### src/hw/rtl/bcpf_pkg.sv
// ----------------------------------------------------------------------------
// bcpf_pkg
// Shared types and constants of the banded color pixel filter.
// ----------------------------------------------------------------------------
package bcpf_pkg;

	localparam int unsigned CHAN_W    = 8;
	localparam int unsigned FILT_W    = 2;
	localparam int unsigned CFG_IDX_W = 2;
	localparam int unsigned CFG_DAT_W = 13;
	localparam int unsigned DIM_W     = 13;

	localparam int unsigned GRAY_B_K   = 20;
	localparam int unsigned GRAY_G_K   = 50;
	localparam int unsigned GRAY_R_K   = 30;
	localparam int unsigned GRAY_SUM_W = 15;
	// floor(s / 100) == (s * 20972) >> 21 for every s below 25600
	localparam int unsigned GRAY_RECIP = 20972;
	localparam int unsigned GRAY_SHIFT = 21;
	localparam int unsigned GRAY_PROD_W = 2 * GRAY_SUM_W;

	localparam logic [CHAN_W-1:0] CHAN_MAX = 8'd255;

	typedef enum logic [CFG_IDX_W-1:0] {
		REG_FIRST_FILTER  = 2'd0,
		REG_BAND_WIDTH    = 2'd1,
		REG_FILTER_WEIGHT = 2'd2,
		REG_IMAGE_WIDTH   = 2'd3
	} cfg_reg_t;

	typedef enum logic [FILT_W-1:0] {
		FILT_GRAY  = 2'd0,
		FILT_BLUE  = 2'd1,
		FILT_GREEN = 2'd2,
		FILT_RED   = 2'd3
	} filt_t;

	typedef struct packed {
		filt_t filter;
		logic  last;
	} band_info_t;

endpackage

### src/hw/rtl/bcpf_band_track.sv
// ----------------------------------------------------------------------------
// bcpf_band_track
// Column, band position and band filter tracking across each row.
// ----------------------------------------------------------------------------
module bcpf_band_track import bcpf_pkg::*; #(
	parameter int unsigned MAX_WIDTH = 4096
) (
	input  logic                clk,
	input  logic                arst_n,
	input  logic                advance,
	input  logic                ff_wr,
	input  logic [FILT_W-1:0]   ff_data,
	input  logic [FILT_W-1:0]   first_filter,
	input  logic [DIM_W-1:0]    band_width,
	input  logic [DIM_W-1:0]    image_width,
	output band_info_t          info
);

	localparam int unsigned CW   = $clog2(MAX_WIDTH);
	localparam int unsigned CMPW = (CW + 1 > DIM_W) ? CW + 1 : DIM_W;

	logic [CW-1:0]     col_q;
	logic [CW-1:0]     pos_q;
	logic [FILT_W-1:0] filt_q;
	logic [CMPW-1:0]   iw_raw;
	logic [CMPW-1:0]   iw_eff;
	logic [CMPW-1:0]   bw_eff;
	logic [CMPW-1:0]   col_nxt;
	logic [CMPW-1:0]   pos_nxt;
	logic              last;
	logic              band_end;

	always_comb begin
		iw_raw = CMPW'(image_width);
		if (iw_raw == '0) begin
			iw_eff = CMPW'(1);
		end else if (iw_raw > CMPW'(MAX_WIDTH)) begin
			iw_eff = CMPW'(MAX_WIDTH);
		end else begin
			iw_eff = iw_raw;
		end
		bw_eff   = (band_width == '0) ? CMPW'(1) : CMPW'(band_width);
		col_nxt  = CMPW'(col_q) + CMPW'(1);
		pos_nxt  = CMPW'(pos_q) + CMPW'(1);
		last     = (col_nxt >= iw_eff);
		band_end = (pos_nxt >= bw_eff);
	end

	assign info.filter = filt_t'(filt_q);
	assign info.last   = last;

	always_ff @(posedge clk or negedge arst_n) begin
		if (!arst_n) begin
			col_q  <= '0;
			pos_q  <= '0;
			filt_q <= '0;
		end else if (advance) begin
			if (last) begin
				col_q  <= '0;
				pos_q  <= '0;
				filt_q <= first_filter;
			end else begin
				col_q <= col_nxt[CW-1:0];
				if (band_end) begin
					pos_q  <= '0;
					filt_q <= filt_q + FILT_W'(1);
				end else begin
					pos_q <= pos_nxt[CW-1:0];
				end
			end
		end else if (ff_wr && col_q == '0) begin
			filt_q <= ff_data;
		end
	end

endmodule

### config.mk
export PLATFORM = sky130hd
export DESIGN_NAME = bcpf_band_track
export DESIGN_NICKNAME = d
export VERILOG_FILES = /design/src/hw/rtl/bcpf_pkg.sv /design/src/hw/rtl/bcpf_band_track.sv
export SDC_FILE = /design/constraint.sdc
export NUM_CORES = 1
export LEC_CHECK = 0
export ABC_CLOCK_PERIOD_IN_PS = 3950
export BUFFER_PORTS_ARGS = -buffer_cell sky130_fd_sc_hd__buf_2
export CELL_PAD_IN_SITES_DETAIL_PLACEMENT = 1
export CELL_PAD_IN_SITES_GLOBAL_PLACEMENT = 2
export CORE_ASPECT_RATIO = 0.75
export CORE_MARGIN = 8
export CORE_UTILIZATION = 34
export CTS_CLUSTER_DIAMETER = 120
export DETAILED_ROUTE_END_ITERATION = 10
export GPL_TIMING_DRIVEN = 0
export PLACE_DENSITY = 0.87
export RECOVER_POWER = 100
export SLEW_MARGIN = 20
export SYNTH_ARGS = -nofsm -noshare
export SYNTH_HDL_FRONTEND = slang
export SYNTH_SLANG_ARGS = --single-unit
### constraint.sdc
create_clock -name clk -period 3.95 [get_ports clk]
set_input_delay 0.79 -clock clk [delete_from_list [all_inputs] [get_ports clk]]
set_output_delay 0.79 -clock clk [all_outputs]
set_load 0.005 [all_outputs]
# --- Yosys cells after proc, flatten, opt, wreduce, memory -nomap -nowiden ---
# Index checks and enable logic that the tools add are counted.
word_totals:
  register_bits: 26
  word_cells: 26
  output_inout_bits: 3
  input_bits: 34
classes:
  order_cmp: 3
  n_mux: 10
  n_reduce_logical: 6
  n_eq_ne: 1
  addsub: 3
op_table:
  columns: ["operator", "n"]
  rows:
  - ["$mux W13", 3]
  - ["$mux W12", 3]
  - ["$add A12 B1 Y13 const B", 2]
  - ["$ge A13 B13 Y1", 2]
  - ["$logic_not A13 Y1", 2]
  - ["$gt A13 B13 Y1 const B", 1]
  - ["$logic_not A12 Y1", 1]
  - ["$mux W2", 4]
  - ["$ne A3 B1 Y1 const B", 1]
  - ["$add A2 B1 Y2 const B", 1]
  - ["$reduce_and A2 Y1", 1]
  - ["$reduce_bool A2 Y1", 1]
  - ["$logic_and A1 B1 Y1", 1]

# --- Depth between registers and ports, before layout ---
# Gate-level depths: netlist (run 1).
depth:
  depth_word: 6
  depth_mapped: 13
  depth_no_buf: 12

# --- Least setup slack after synthesis (run 1) ---
# OpenSTA, ideal clock, no wires.
synth_timing:
  path_kind: "input to output"
  startpoint: "input port image_width[12]"
  endpoint: "output port info[0] (netlist bit)"
  n_path_buf: 2
  setup_slack_ns: 0.609
  stages: 10
  required_time_ns: 3.160
  arrival_ns: 2.551
  path_cell_list: "inv_1 clkbuf_1 nand2_1 ha_1 and4_1 a41oi_2 a21oi_2 nor3_4 inv_4 buf_4"
synth_between:
  elab_chain_cells: 4
  word_cells_on_any_way: 5
  classes_between: "order compare: 2; mux: 2; reduce/logical: 1"
synth_rtl:
  columns: ["element", "line_no", "rtl"]
  rows:
  - ["start: declaration", "bcpf_band_track.sv:15", "input logic [DIM_W-1:0] image_width,"]
  - ["$gt A13 B13 Y1", "bcpf_band_track.sv:37", "end else if (iw_raw > CMPW'(MAX_WIDTH)) begin"]
  - ["$mux W13", "bcpf_band_track.sv:37", null]
  - ["$mux W13 (*)", "bcpf_band_track.sv:35", "if (iw_raw == '0) begin"]
  - ["$ge A13 B13 Y1 (*)", "bcpf_band_track.sv:45", "last = (col_nxt >= iw_eff);"]
  - ["end: declaration", "bcpf_band_track.sv:16", "output band_info_t info"]
# Mark *: on every way between the ends. The rest lies on a longest branch, timed or not.

# --- Worst setup path in the final report (run 1) ---
layout_timing:
  startpoint: "register col_q[3]"
  endpoint: "output port info[0] (netlist bit)"
layout_between:
  elab_chain_cells: 2
layout_rtl:
  columns: ["element", "line_no", "rtl"]
  rows:
  - ["start: declaration", "bcpf_band_track.sv:22", "logic [CW-1:0] col_q;"]
  - ["start signal: assignment", "bcpf_band_track.sv:63", "col_q <= col_nxt[CW-1:0];"]
  - ["$add A12 B1 Y13", "bcpf_band_track.sv:43", "col_nxt = CMPW'(col_q) + CMPW'(1);"]
  - ["$ge A13 B13 Y1", "bcpf_band_track.sv:45", null]
# No other way between the ends.

==> flow_metrics.env, run 1 <==
export IMPL_yosysUniqueCellTypes=50
export IMPL_synth_seq_area_share_pct=27.40
export IMPL_cp_common_cell="nand4_1"
export IMPL_final_cell_area_um2=2763
export IMPL_track_usage_pct=14.77
export IMPL_route_detailed_drc=0
export IMPL_fin_crit_sh_pct=95.26
export IMPL_clock_fmax_mhz=265.8
export IMPL_grt_pass1_wl_mm=11.90
export IMPL_final_hold_viol_count=0
export IMPL_hold_slack_ns=0.5445
export IMPL_ys_async_sr_fraction_pct=100.0
export IMPL_vias=2217
export IMPL_yosys_area_share_xor_xnor_pct=7.745
export IMPL_drt_total_wl_mm=6.994
export IMPL_outcome="finished, violations left"
export IMPL_antenna_found_initial=0
export IMPL_insertedDiodeCount=0
export IMPL_crit_required_ns=3.16
export IMPL_synthCells=277
export IMPL_critPathMaxFanout=8
export IMPL_synth_top_family_by_area="simple AND/OR/NAND/NOR gates"
export IMPL_grt_max_degree=27
export IMPL_critPathArrivalTime_ns=2.97
export IMPL_synthFlopType="dfrtp_1"
export IMPL_wl_per_cell_um=17.35
export IMPL_report_final_slew_viol_count=0
export IMPL_dpl_cell_area_um2=2660
export IMPL_synth_adder_area_share_pct=15.28
export IMPL_num_rows=26
export IMPL_fin_crit_ns=3.763
export IMPL_syn_area_um2=2375
export IMPL_portBuffers=36
export IMPL_critical_path_class="reg -> out"
export IMPL_critical_path_endpoint_type="output port"
export IMPL_grt_ovfl_total=0
export IMPL_hp_class="reg -> reg"
export IMPL_coreArea_um2=6799
export IMPL_p_per_area_nw_per_um2=427.3
export IMPL_numCtsBuffers=3
export IMPL_die_y_um=88.38
export IMPL_seq_area_um2=653.1
export IMPL_die_x_um=112.5
export IMPL_fin_skew_ns=0.005927
export IMPL_drive_above_1_share_pct=19.12
export IMPL_dieArea_um2=9943
export IMPL_synth_edf_count=0
export IMPL_path_clk_slew_ns=0.10
export IMPL_synth_nets=340
export IMPL_yosys_area_share_simple_pct=21.92
export IMPL_drt_iter0_drc=86
export IMPL_ant_nets=0
export IMPL_place_gp_congestion=0.7972
export IMPL_critPathLaunchType="flip-flop"
export IMPL_fill_cells=823
export IMPL_yosys_warnings=0
export IMPL_multi_input_area_um2=1574
export IMPL_ys_ff_latch=26
export IMPL_io_pins=37
export IMPL_dpl_hpwl_mm=5.583
export IMPL_crit_slowest_cell="a311oi_4"
export IMPL_cts_htree_levels=1
export IMPL_cpPeakStageDelay_ns=0.42
export IMPL_drt_first_pass_iters=4
export IMPL_peakVddDrop_mv=0.2938
export IMPL_synth_area_mux_share_pct=0.8430
export IMPL_postSynthAreaPerCell_um2=8.573
export IMPL_grt_pass1_vias=2374
export IMPL_p_leak_nw=1.347
export IMPL_vias_per_cell=5.501
export IMPL_synthToLayoutAreaGrowth_pct=16.33
export IMPL_start_util_pct=34.93
export IMPL_nets=383
export IMPL_violations="max-capacitance violations"
export IMPL_insertion_delay_ns=0.27
export IMPL_slew_headroom_pct=0.5775
export IMPL_drv_cap=1
export IMPL_cts_tree="built"
export IMPL_cts_buffer_depth=2
export IMPL_cts_sinks=26
export IMPL_synth_compound_area_share_pct=19.55
export IMPL_root_buffer="clkbuf_8"
export IMPL_tightest_slew_ns=1.491
export IMPL_setup_viol=0
export IMPL_ctsHoldBuffers=0
export IMPL_crit_chain="clkbuf_4, nand4_1, nor2_2, nand4_1, nor2_1, xor2_1, ha_1, nand4_1, a311oi_4, nor3_4, inv_4, buf_4, buf_2"
==> power breakdown <==
| group | leakage [nW] | switching [mW] | internal [mW] |
|---|---|---|---|
| Clock | 0.0288 | 0.0886 | 0.0892 |
| Sequential | 0.340 | 0.0929 | 0.328 |
| Combinational | 0.978 | 0.320 | 0.261 |
==> final cells by class <==
cell class / instances / area share (%)
Multi-Input combinational cell: 212 / 56.97
Sequential cell: 26 / 23.64
Timing Repair Buffer: 40 / 7.518
Tap cell: 84 / 3.804
Inverter: 26 / 3.623
Buffer: 11 / 2.446
Clock buffer: 4 / 1.993
==> critical path: cells and delay by family, from the launching register on <==
family	cells	cell delay [ns]
simple gates	6	0.97
xor+xnor	1	0.24
compound gates	1	0.42
fa+ha+maj	1	0.19
buf+inv	4	0.53
flops	1	0.34
==> cell usage in the layout (no fill, tap or decap), types with 2 or more instances in the layout <==
cell type,n
o21ai_0,12
xnor2_1,12
a32o_1,5
a41o_1,2
and3_1,5
dfrtp_1,24
nor4b_1,2
nor4_1,7
nor3_1,3
a22o_1,4
nand2_1,23
buf_2,37
nand3_1,23
a31oi_1,10
buf_4,5
buf_6,2
dfrtp_2,2
ha_1,28
a211oi_1,2
clkbuf_8,4
a21oi_1,8
clkbuf_1,6
a41oi_1,4
xor2_1,9
inv_1,25
nor2b_1,3
o2bb2ai_1,2
nor2_1,14
nand4_1,7
nand4b_1,3
mux2i_1,2
==> per-layer routing <==
metal	vias to the layer above	wire length, um	track usage, %
met5	-	0	0
met4	0	22	1.829
met3	4	293	2.386
met2	47	2991	22.23
met1	1058	3687	21.96
li1	1108	-	-
==> what timing repair did <==
item                       4_1_cts  5_1_grt
resized for setup                1        6
setup buffers                    1        3
setup endpoints to repair        1        1
pin swaps                        1        3
gates cloned                     0        0
==> flip-flops by register name, indices dropped and copies added (netlist names) <==
register and cells:
col_q 12, pos_q 12, filt_q 2
==> stage by stage <==
stage / setup slack, ns / cells / TNS [ns] / utilization, % / power [mW]
final: 0.1872 / 403 / 0 / 40.63 / 1.180
after global routing: -0.01444 / 403 / -0.01444 / 40.63 / 1.290
after CTS: 0.08015 / 402 / 0 / 40.14 / 1.175
after detailed placement: -0.07897 / 397 / -0.07897 / 39.12 / 0.9859
after global placement: -0.02033 / 397 / -0.02033 / 39.12 / 0.9522
after floorplan: 0.6087 / 277 / 0 / - / 0.8079
==> cell families (layout without fill, tap and decap cells) <==
family,after synthesis,in the layout
AND/OR/NAND/NOR,96,96
AO/OA/AOI/OAI,64,64
buffers and inverters,39,81
adder cells (fa/ha/maj),29,29
flip-flops,26,26
XOR/XNOR,21,21
multiplexers,2,2
==> synthesized netlist by cell type, drive strengths merged, types with 3 or more instances <==
| master | instances | area share (%) |
|---|---|---|
| a22o | 4 | 1.5 |
| o21ai | 13 | 2.7 |
| clkbuf | 6 | 0.95 |
| buf | 7 | 2.1 |
| xor2 | 9 | 3.3 |
| ha | 29 | 15 |
| xnor2 | 12 | 4.4 |
| nor2b | 3 | 0.79 |
| nand4b | 3 | 1.1 |
| and3 | 5 | 1.3 |
| inv | 26 | 4.2 |
| dfrtp | 26 | 27 |
| nor2 | 16 | 3.2 |
| a41oi | 5 | 2.2 |
| nand2 | 23 | 3.6 |
| a32o | 5 | 2.1 |
| nand3 | 23 | 4.8 |
| nand4 | 7 | 1.8 |
| a31oi | 10 | 2.6 |
| nor4b | 3 | 1.4 |
| nor4 | 7 | 1.8 |
| nor3 | 4 | 1.3 |
| a21oi | 9 | 2.1 |
==> path summary, 6_finish.rpt <==
path	start	endpoint	slack (ns)	cells past startpoint
min in group asynchronous	arst_n	pos_q[10]	0.86	1
hold / removal	pos_q[8]	pos_q[8]	0.54	1
setup reg to reg	pos_q[0]	pos_q[9]	0.63	12
hold reg to reg	pos_q[8]	pos_q[8]	0.54	1
max in group asynchronous	arst_n	col_q[0]	2.12	1
setup / recovery	col_q[3]	info[0]	0.19	13
Note: power is estimated with default switching activity, not from simulation.
==> inputs of run 2 (changes only) <==
--- a/config.mk
+++ b/config.mk
@@ -5,17 +5,18 @@
 export SDC_FILE = /design/constraint.sdc
 export NUM_CORES = 1
 export LEC_CHECK = 0
+export ABC_AREA = 1
 export ABC_CLOCK_PERIOD_IN_PS = 3950
 export BUFFER_PORTS_ARGS = -buffer_cell sky130_fd_sc_hd__buf_2
 export CELL_PAD_IN_SITES_DETAIL_PLACEMENT = 1
 export CELL_PAD_IN_SITES_GLOBAL_PLACEMENT = 2
 export CORE_ASPECT_RATIO = 0.75
 export CORE_MARGIN = 8
-export CORE_UTILIZATION = 34
+export CORE_UTILIZATION = 32
 export CTS_CLUSTER_DIAMETER = 120
 export DETAILED_ROUTE_END_ITERATION = 10
 export GPL_TIMING_DRIVEN = 0
-export PLACE_DENSITY = 0.87
+export PLACE_DENSITY = 0.88
 export RECOVER_POWER = 100
 export SLEW_MARGIN = 20
 export SYNTH_ARGS = -nofsm -noshare
==> run 2 against run 1 <==
Effect of this change:
- the run ends with max-capacitance violations, max-slew violations left
- design area fell by 2.8%
- clock skew about the same
- total power grew 9.2%
- first-iteration DRC count fell by 27%
- die area up 4.5%
- non-clock buffer count decreased by 11
- sequential power rose by 5.0%
- largest cell class unchanged
- global-route usage fell by 1.9 points
==> flow_metrics.env, run 2 <==
export IMPL_num_rows=27
export IMPL_path_clk_slew_ns=0.10
export IMPL_mostFrequentLayoutCells="79 x nand2_1, 60 x inv_1, 32 x buf_2, 29 x ha_1, 25 x dfrtp_1"
export IMPL_ys_async_sr_fraction_pct=100.0
export IMPL_crit_required_ns=3.16
export IMPL_final_common_cell="nand2_1"
export IMPL_p_int_mw=0.6986
export IMPL_crit_chain="ha_1, nand2_2, nor3_4, nand3_2, nor3_4, xor2_2, ha_1, nand2_1, nor2_1, nand2_1, nor2_1, nor2_2, nand3_1, buf_4, buf_2"
export IMPL_dieArea_um2=10390
export IMPL_critPathLaunchType="flip-flop"
export IMPL_drt_first_pass_iters=4
export IMPL_synth_top_cell_by_area="dfrtp_1"
export IMPL_final_hold_viol_count=0
export IMPL_insertedDiodeCount=0
export IMPL_track_usage_pct=12.85
export IMPL_vias=2193
export IMPL_cpPeakStageDelay_ns=0.45
export IMPL_setup_tns_ns=0
export IMPL_start_util_pct=32.59
export IMPL_synthTopCellsByCount="79 x nand2_1, 58 x inv_1, 29 x ha_1, 26 x dfrtp_1"
export IMPL_antenna_found_initial=0
export IMPL_ys_ff_latch=26
export IMPL_yosysUniqueCellTypes=32
export IMPL_setup_viol=0
export IMPL_power_frac_seq_pct=34.3
export IMPL_synth_area_top_cells="dfrtp_1 28%, ha_1 15%, nand2_1 13%, inv_1 9.2%, xor2_1 5.9%"
export IMPL_cts_htree_levels=1
export IMPL_cts_tree="built"
export IMPL_nets=427
export IMPL_ant_nets=0
export IMPL_fin_crit_ns=3.712
export IMPL_cts_sinks=26
export IMPL_final_cells=464
export IMPL_postCtsSetupRepairBufs=0
export IMPL_tightest_slew_ns=1.513
export IMPL_route_detailed_drc=0
export IMPL_drv_cap=1
export IMPL_synth_nets=387
export IMPL_fin_crit_sh_pct=93.97
export IMPL_outcome="finished, violations left"
export IMPL_critical_path_endpoint_type="output port"
export IMPL_dpl_cell_count=460
export IMPL_critPathMaxFanout=6
export IMPL_coreArea_um2=7229
export IMPL_root_buffer="clkbuf_8"
export IMPL_power_switching_mw=0.5904
export IMPL_fin_skew_ns=0.006322
export IMPL_drive_above_1_share_pct=14.33
export IMPL_yosysMostFrequentCell="nand2_1"
export IMPL_synthFlopType="dfrtp_1"
export IMPL_io_pins=37
export IMPL_switching_share_pct=45.80
export IMPL_dpl_cell_area_um2=2658
export IMPL_power_total_mw=1.289
export IMPL_netlist_area_leader_share_pct=27.62
export IMPL_vias_per_cell=4.726
export IMPL_die_y_um=90.31
export IMPL_peakVddDrop_mv=0.1334
export IMPL_synthCells=324
export IMPL_postLayoutCoreUtil_pct=37.14
export IMPL_hp_class="reg -> reg"
export IMPL_numCtsBuffers=3
export IMPL_critical_path_class="reg -> out"
export IMPL_crit_slowest_cell="dfrtp_2"
export IMPL_drt_total_wl_mm=6.376
export IMPL_insertion_delay_ns=0.28
export IMPL_power_frac_clock_pct=14.0
export IMPL_final_cell_area_um2=2685
export IMPL_reg_top3="col_q: 12 flops, pos_q: 12 flops, filt_q: 2 flops"
export IMPL_postSynthAreaPerCell_um2=7.272
export IMPL_grt_max_degree=27
export IMPL_synth_edf_count=0
export IMPL_p_comb_share_pct=51.8
export IMPL_critPathArrivalTime_ns=2.92
export IMPL_place_gp_congestion=0.7766
export IMPL_die_x_um=115.1
export IMPL_wl_per_cell_um=13.74
export IMPL_p_per_area_nw_per_um2=480.1
export IMPL_violations="max-capacitance violations, max-slew violations"
export IMPL_grt_ovfl_total=0
export IMPL_grt_pass1_vias=2374
export IMPL_portBuffers=35
export IMPL_rsz0062_at_grt="false"
export IMPL_grt_pass1_wl_mm=11.07
export IMPL_p_leak_nw=1.458
export IMPL_yosys_warnings=0
export IMPL_clock_fmax_mhz=269.4
export IMPL_syn_area_um2=2356
export IMPL_synth_seq_area_share_pct=27.62
export IMPL_cts_buffer_depth=2
export IMPL_drt_iter0_drc=63
export IMPL_dpl_hpwl_mm=5.408
export IMPL_report_final_slew_viol_count=27
export IMPL_slew_headroom_pct=-0.8803
export IMPL_synthToLayoutAreaGrowth_pct=13.97
run 2: cell count changes in the layout (fill, tap and decap cells not counted), sizes merged, moves of 5 or more:
cell   change
o21ai      +9
a41oi      -5
a31oi     -10
a32o       -5
xnor2     -11
o22ai      +6
nor2       +5
and3       -5
nand2     +58
nand3     -10
buf       -11
xor2       +8
inv       +35
run 2: kinds of logic (layout without fill, tap and decap cells):
logic type               after synthesis  count (layout)  share of synthesized area, %
adder cells (fa/ha/maj)               29              29                         15.40
XOR/XNOR                              18              18                         7.010
AND/OR/NAND/NOR                      144             144                         29.58
buffers and inverters                 66             105                         10.83
AO/OA/AOI/OAI                         41              41                         9.559
flip-flops                            26              26                         27.62
run 2: worst max-delay path, delay by kind of cell, from the launching register on:
kind | cells | cell delay (ns)
xor gates and xnor gates | 1 | 0.19
adders and majority gates | 2 | 0.50
buffers and inverters | 2 | 0.28
DFF | 1 | 0.45
and+or+nand+nor | 10 | 1.23
run 2: per-layer routing:
metal	vias to the layer above	share of wire, %	GRT usage [%]
met5	-	0	0
met2	19	45	20.35
met1	1039	52	17.80
met4	0	0.75	2.072
li1	1129	-	-
met3	6	2.7	2.472
run 2: final cells by class:
class / instances / area, um2
Fill cell: 976 / 4544
Multi-Input combinational cell: 232 / 1429
Sequential cell: 26 / 651.9
Inverter: 61 / 229.0
Timing Repair Buffer: 35 / 171.4
Tap cell: 101 / 126.4
Clock buffer: 4 / 55.05
Buffer: 5 / 22.52
run 2: metrics by stage:
| stage | hold WS (ns) | setup slack (ns) |
|---|---|---|
| final | 0.5560 | 0.2381 |
| after global routing | 0.5781 | 0.002578 |
| after CTS | 0.5441 | 0.1212 |
| after detailed placement | 0.5318 | 0.1306 |
| after global placement | 0.5224 | 0.2359 |
| after floorplan | 0.4923 | 0.7879 |
run 2: power groups by stage:
| stage | logic [mW] | registers, mW | clock network (mW) |
|---|---|---|---|
| floorplan | 0.497 | 0.424 | 0 |
| global placement | 0.651 | 0.441 | 0 |
| global route | 0.779 | 0.455 | 0.197 |
| finish | 0.667 | 0.442 | 0.180 |
| CTS | 0.693 | 0.442 | 0.186 |
| detailed placement | 0.687 | 0.447 | 0 |
run 2: worst paths after layout:
path	slack, ns	from	endpoint	depth (start not counted)
worst max-delay path	0.24	col_q[0]	info[0]	15
worst min register to register	0.56	pos_q[0]	pos_q[0]	1
max in group asynchronous	2.11	arst_n	col_q[0]	1
worst min-delay path	0.56	pos_q[0]	pos_q[0]	1
worst max register to register	0.66	pos_q[0]	filt_q[1]	17
min in group asynchronous	0.86	arst_n	pos_q[11]	1
run 2: repair_timing:
action                     4_1_cts  5_1_grt
setup endpoints to repair        0        1
hold buffers                     0        0
gates resized for setup          0        2
==> inputs of run 3 (changes only) <==
==> constraint.sdc (replaced) <==
create_clock -name clk -period 3.95 [get_ports clk]
set_input_delay 0.395 -clock clk [delete_from_list [all_inputs] [get_ports clk]]
set_output_delay 0.395 -clock clk [all_outputs]
set_load 0.005 [all_outputs]
==> run 3 against run 2 <==
Effect of this change:
- the run still ends with max-capacitance violations, max-slew violations left
- clock-buffer cell count is the same
- clock power about the same
- critical path depth did not move
- first-iteration DRC count shrank 27%
- non-clock buffer count unchanged
- total power is essentially flat
- sequential power hardly changed
- largest power group unchanged
==> flow_metrics.env, run 3 (synthesis gave the netlist of run 2 again) <==
export IMPL_cts_buffer_depth=2
export IMPL_p_per_area_nw_per_um2=480.2
export IMPL_wl_per_cell_um=13.77
export IMPL_p_leak_nw=1.467
export IMPL_clock_fmax_mhz=282.1
export IMPL_report_final_slew_viol_count=26
export IMPL_antenna_found_initial=0
export IMPL_cts_tree="built"
export IMPL_insertedDiodeCount=0
export IMPL_grt_pass1_wl_mm=11.07
export IMPL_crit_slowest_cell="dfrtp_1"
export IMPL_place_gp_congestion=0.7766
export IMPL_reg2reg_depth=17
export IMPL_peakVddDrop_mv=0.1335
export IMPL_io_pins=37
export IMPL_drive_above_1_share_pct=14.33
export IMPL_root_buffer="clkbuf_8"
export IMPL_r2r_start="col_q[0]"
export IMPL_critical_path_endpoint_type="output port"
export IMPL_critPathMaxFanout=6
export IMPL_cp_common_cell="nand2_1"
export IMPL_cpPeakStageDelay_ns=0.49
export IMPL_ctsHoldBuffers=0
export IMPL_critical_path_class="reg -> out"
export IMPL_setup_tns_ns=0
export IMPL_insertion_delay_ns=0.27
export IMPL_crit_chain="ha_1, nand2_1, nor3_4, nand3_1, nor3_4, xor2_1, ha_1, nand2_1, nor2_1, nand2_1, nor2_1, nor2_2, nand3_1, buf_4, buf_2"
export IMPL_violations="max-capacitance violations, max-slew violations"
export IMPL_crit_path_start="col_q[0]"
export IMPL_drv_cap=1
export IMPL_final_common_cell="nand2_1"
export IMPL_cts_resized=0
export IMPL_mostFrequentLayoutCells="81 x nand2_1, 59 x inv_1, 32 x buf_2, 29 x ha_1, 26 x dfrtp_1"
export IMPL_fin_skew_ns=0.003900
export IMPL_drt_iter0_drc=46
export IMPL_final_hold_viol_count=0
export IMPL_setup_viol=0
export IMPL_fin_crit_sh_pct=89.75
export IMPL_vias=2194
export IMPL_route_detailed_drc=0
export IMPL_drt_total_wl_mm=6.389
export IMPL_dieArea_um2=10390
export IMPL_hold_slack_ns=0.4322
export IMPL_start_util_pct=32.59
export IMPL_drt_first_pass_iters=4
export IMPL_critPathArrivalTime_ns=3.15
export IMPL_cts_htree_levels=1
export IMPL_reg_top3="col_q: 12 flops, pos_q: 12 flops, filt_q: 2 flops"
export IMPL_portBuffers=35
export IMPL_coreArea_um2=7229
export IMPL_cts_sinks=26
export IMPL_grt_ovfl_total=0
export IMPL_num_rows=27
export IMPL_synthToLayoutAreaGrowth_pct=13.91
export IMPL_die_x_um=115.1
export IMPL_fin_crit_ns=3.545
export IMPL_rsz0062_at_grt="false"
export IMPL_postCtsSetupRepairBufs=0
export IMPL_path_clk_slew_ns=0.10
export IMPL_crit_required_ns=3.56
export IMPL_critPathLaunchType="flip-flop"
export IMPL_min_path_cells=5
export IMPL_slew_headroom_pct=-0.4267
export IMPL_grt_pass1_vias=2374
export IMPL_hp_class="in -> reg"
export IMPL_tightest_slew_ns=1.506
export IMPL_vias_per_cell=4.728
export IMPL_min_from="ff_data[1]"
export IMPL_outcome="finished, violations left"
export IMPL_grt_max_degree=27
export IMPL_ant_nets=0
export IMPL_numCtsBuffers=3
export IMPL_nets=427
export IMPL_fin_ws_ns=0.4049
export IMPL_dpl_hpwl_mm=5.408
export IMPL_track_usage_pct=12.85
export IMPL_die_y_um=90.31
export IMPL_pre_cts_ws_ns=0.7560
## run 3: power by group
part	internal (mW)	switching (mW)	leakage, nW
clock network	0.0893	0.0893	0.0288
registers	0.349	0.0918	0.345
logic	0.260	0.409	1.09
## run 3: worst max-delay path: cells and delay by family (launching register included)
| family | cells | cell delay (ns) |
|---|---|---|
| flops | 1 | 0.49 |
| xor+xnor | 1 | 0.25 |
| buf+inv | 2 | 0.28 |
| simple gates | 10 | 1.32 |
| fa+ha+maj | 2 | 0.53 |
## run 3: worst paths after layout
path,to,slack [ns]
max,info[0],0.40
min,filt_q[1],0.43
max reg2reg,filt_q[1],0.51
min reg2reg,pos_q[0],0.56
max in group asynchronous,col_q[10],2.61
min in group asynchronous,pos_q[11],0.46
## run 3: stage by stage
| stage | total power [mW] | instances | util [%] | cell area [um2] |
|---|---|---|---|---|
| after floorplan | 0.9210 | 324 | - | 2356 |
| after global placement | 1.093 | 460 | 36.76 | 2658 |
| after detailed placement | 1.134 | 460 | 36.76 | 2658 |
| after CTS | 1.320 | 464 | 37.52 | 2713 |
| after global routing | 1.431 | 464 | 37.12 | 2684 |
| final | 1.289 | 464 | 37.12 | 2684 |
## run 3: cell type report
type                       instances  area [um2]
fill                             977        4546
multi-input combinational        232        1425
sequential                        26       650.6
inverter                          61       229.0
timing repair buffer              35       171.4
tap                              101       126.4
clock buffer                       4       55.05
buffer                             5       26.28
## run 3: metal layers
layer / vias up / track usage (%) / wire length (um)
li1: 1133 / - / -
met1: 1038 / 17.80 / 3288
met2: 17 / 20.35 / 2883
met3: 6 / 2.472 / 168
met4: 0 / 2.072 / 49
met5: - / 0 / 0
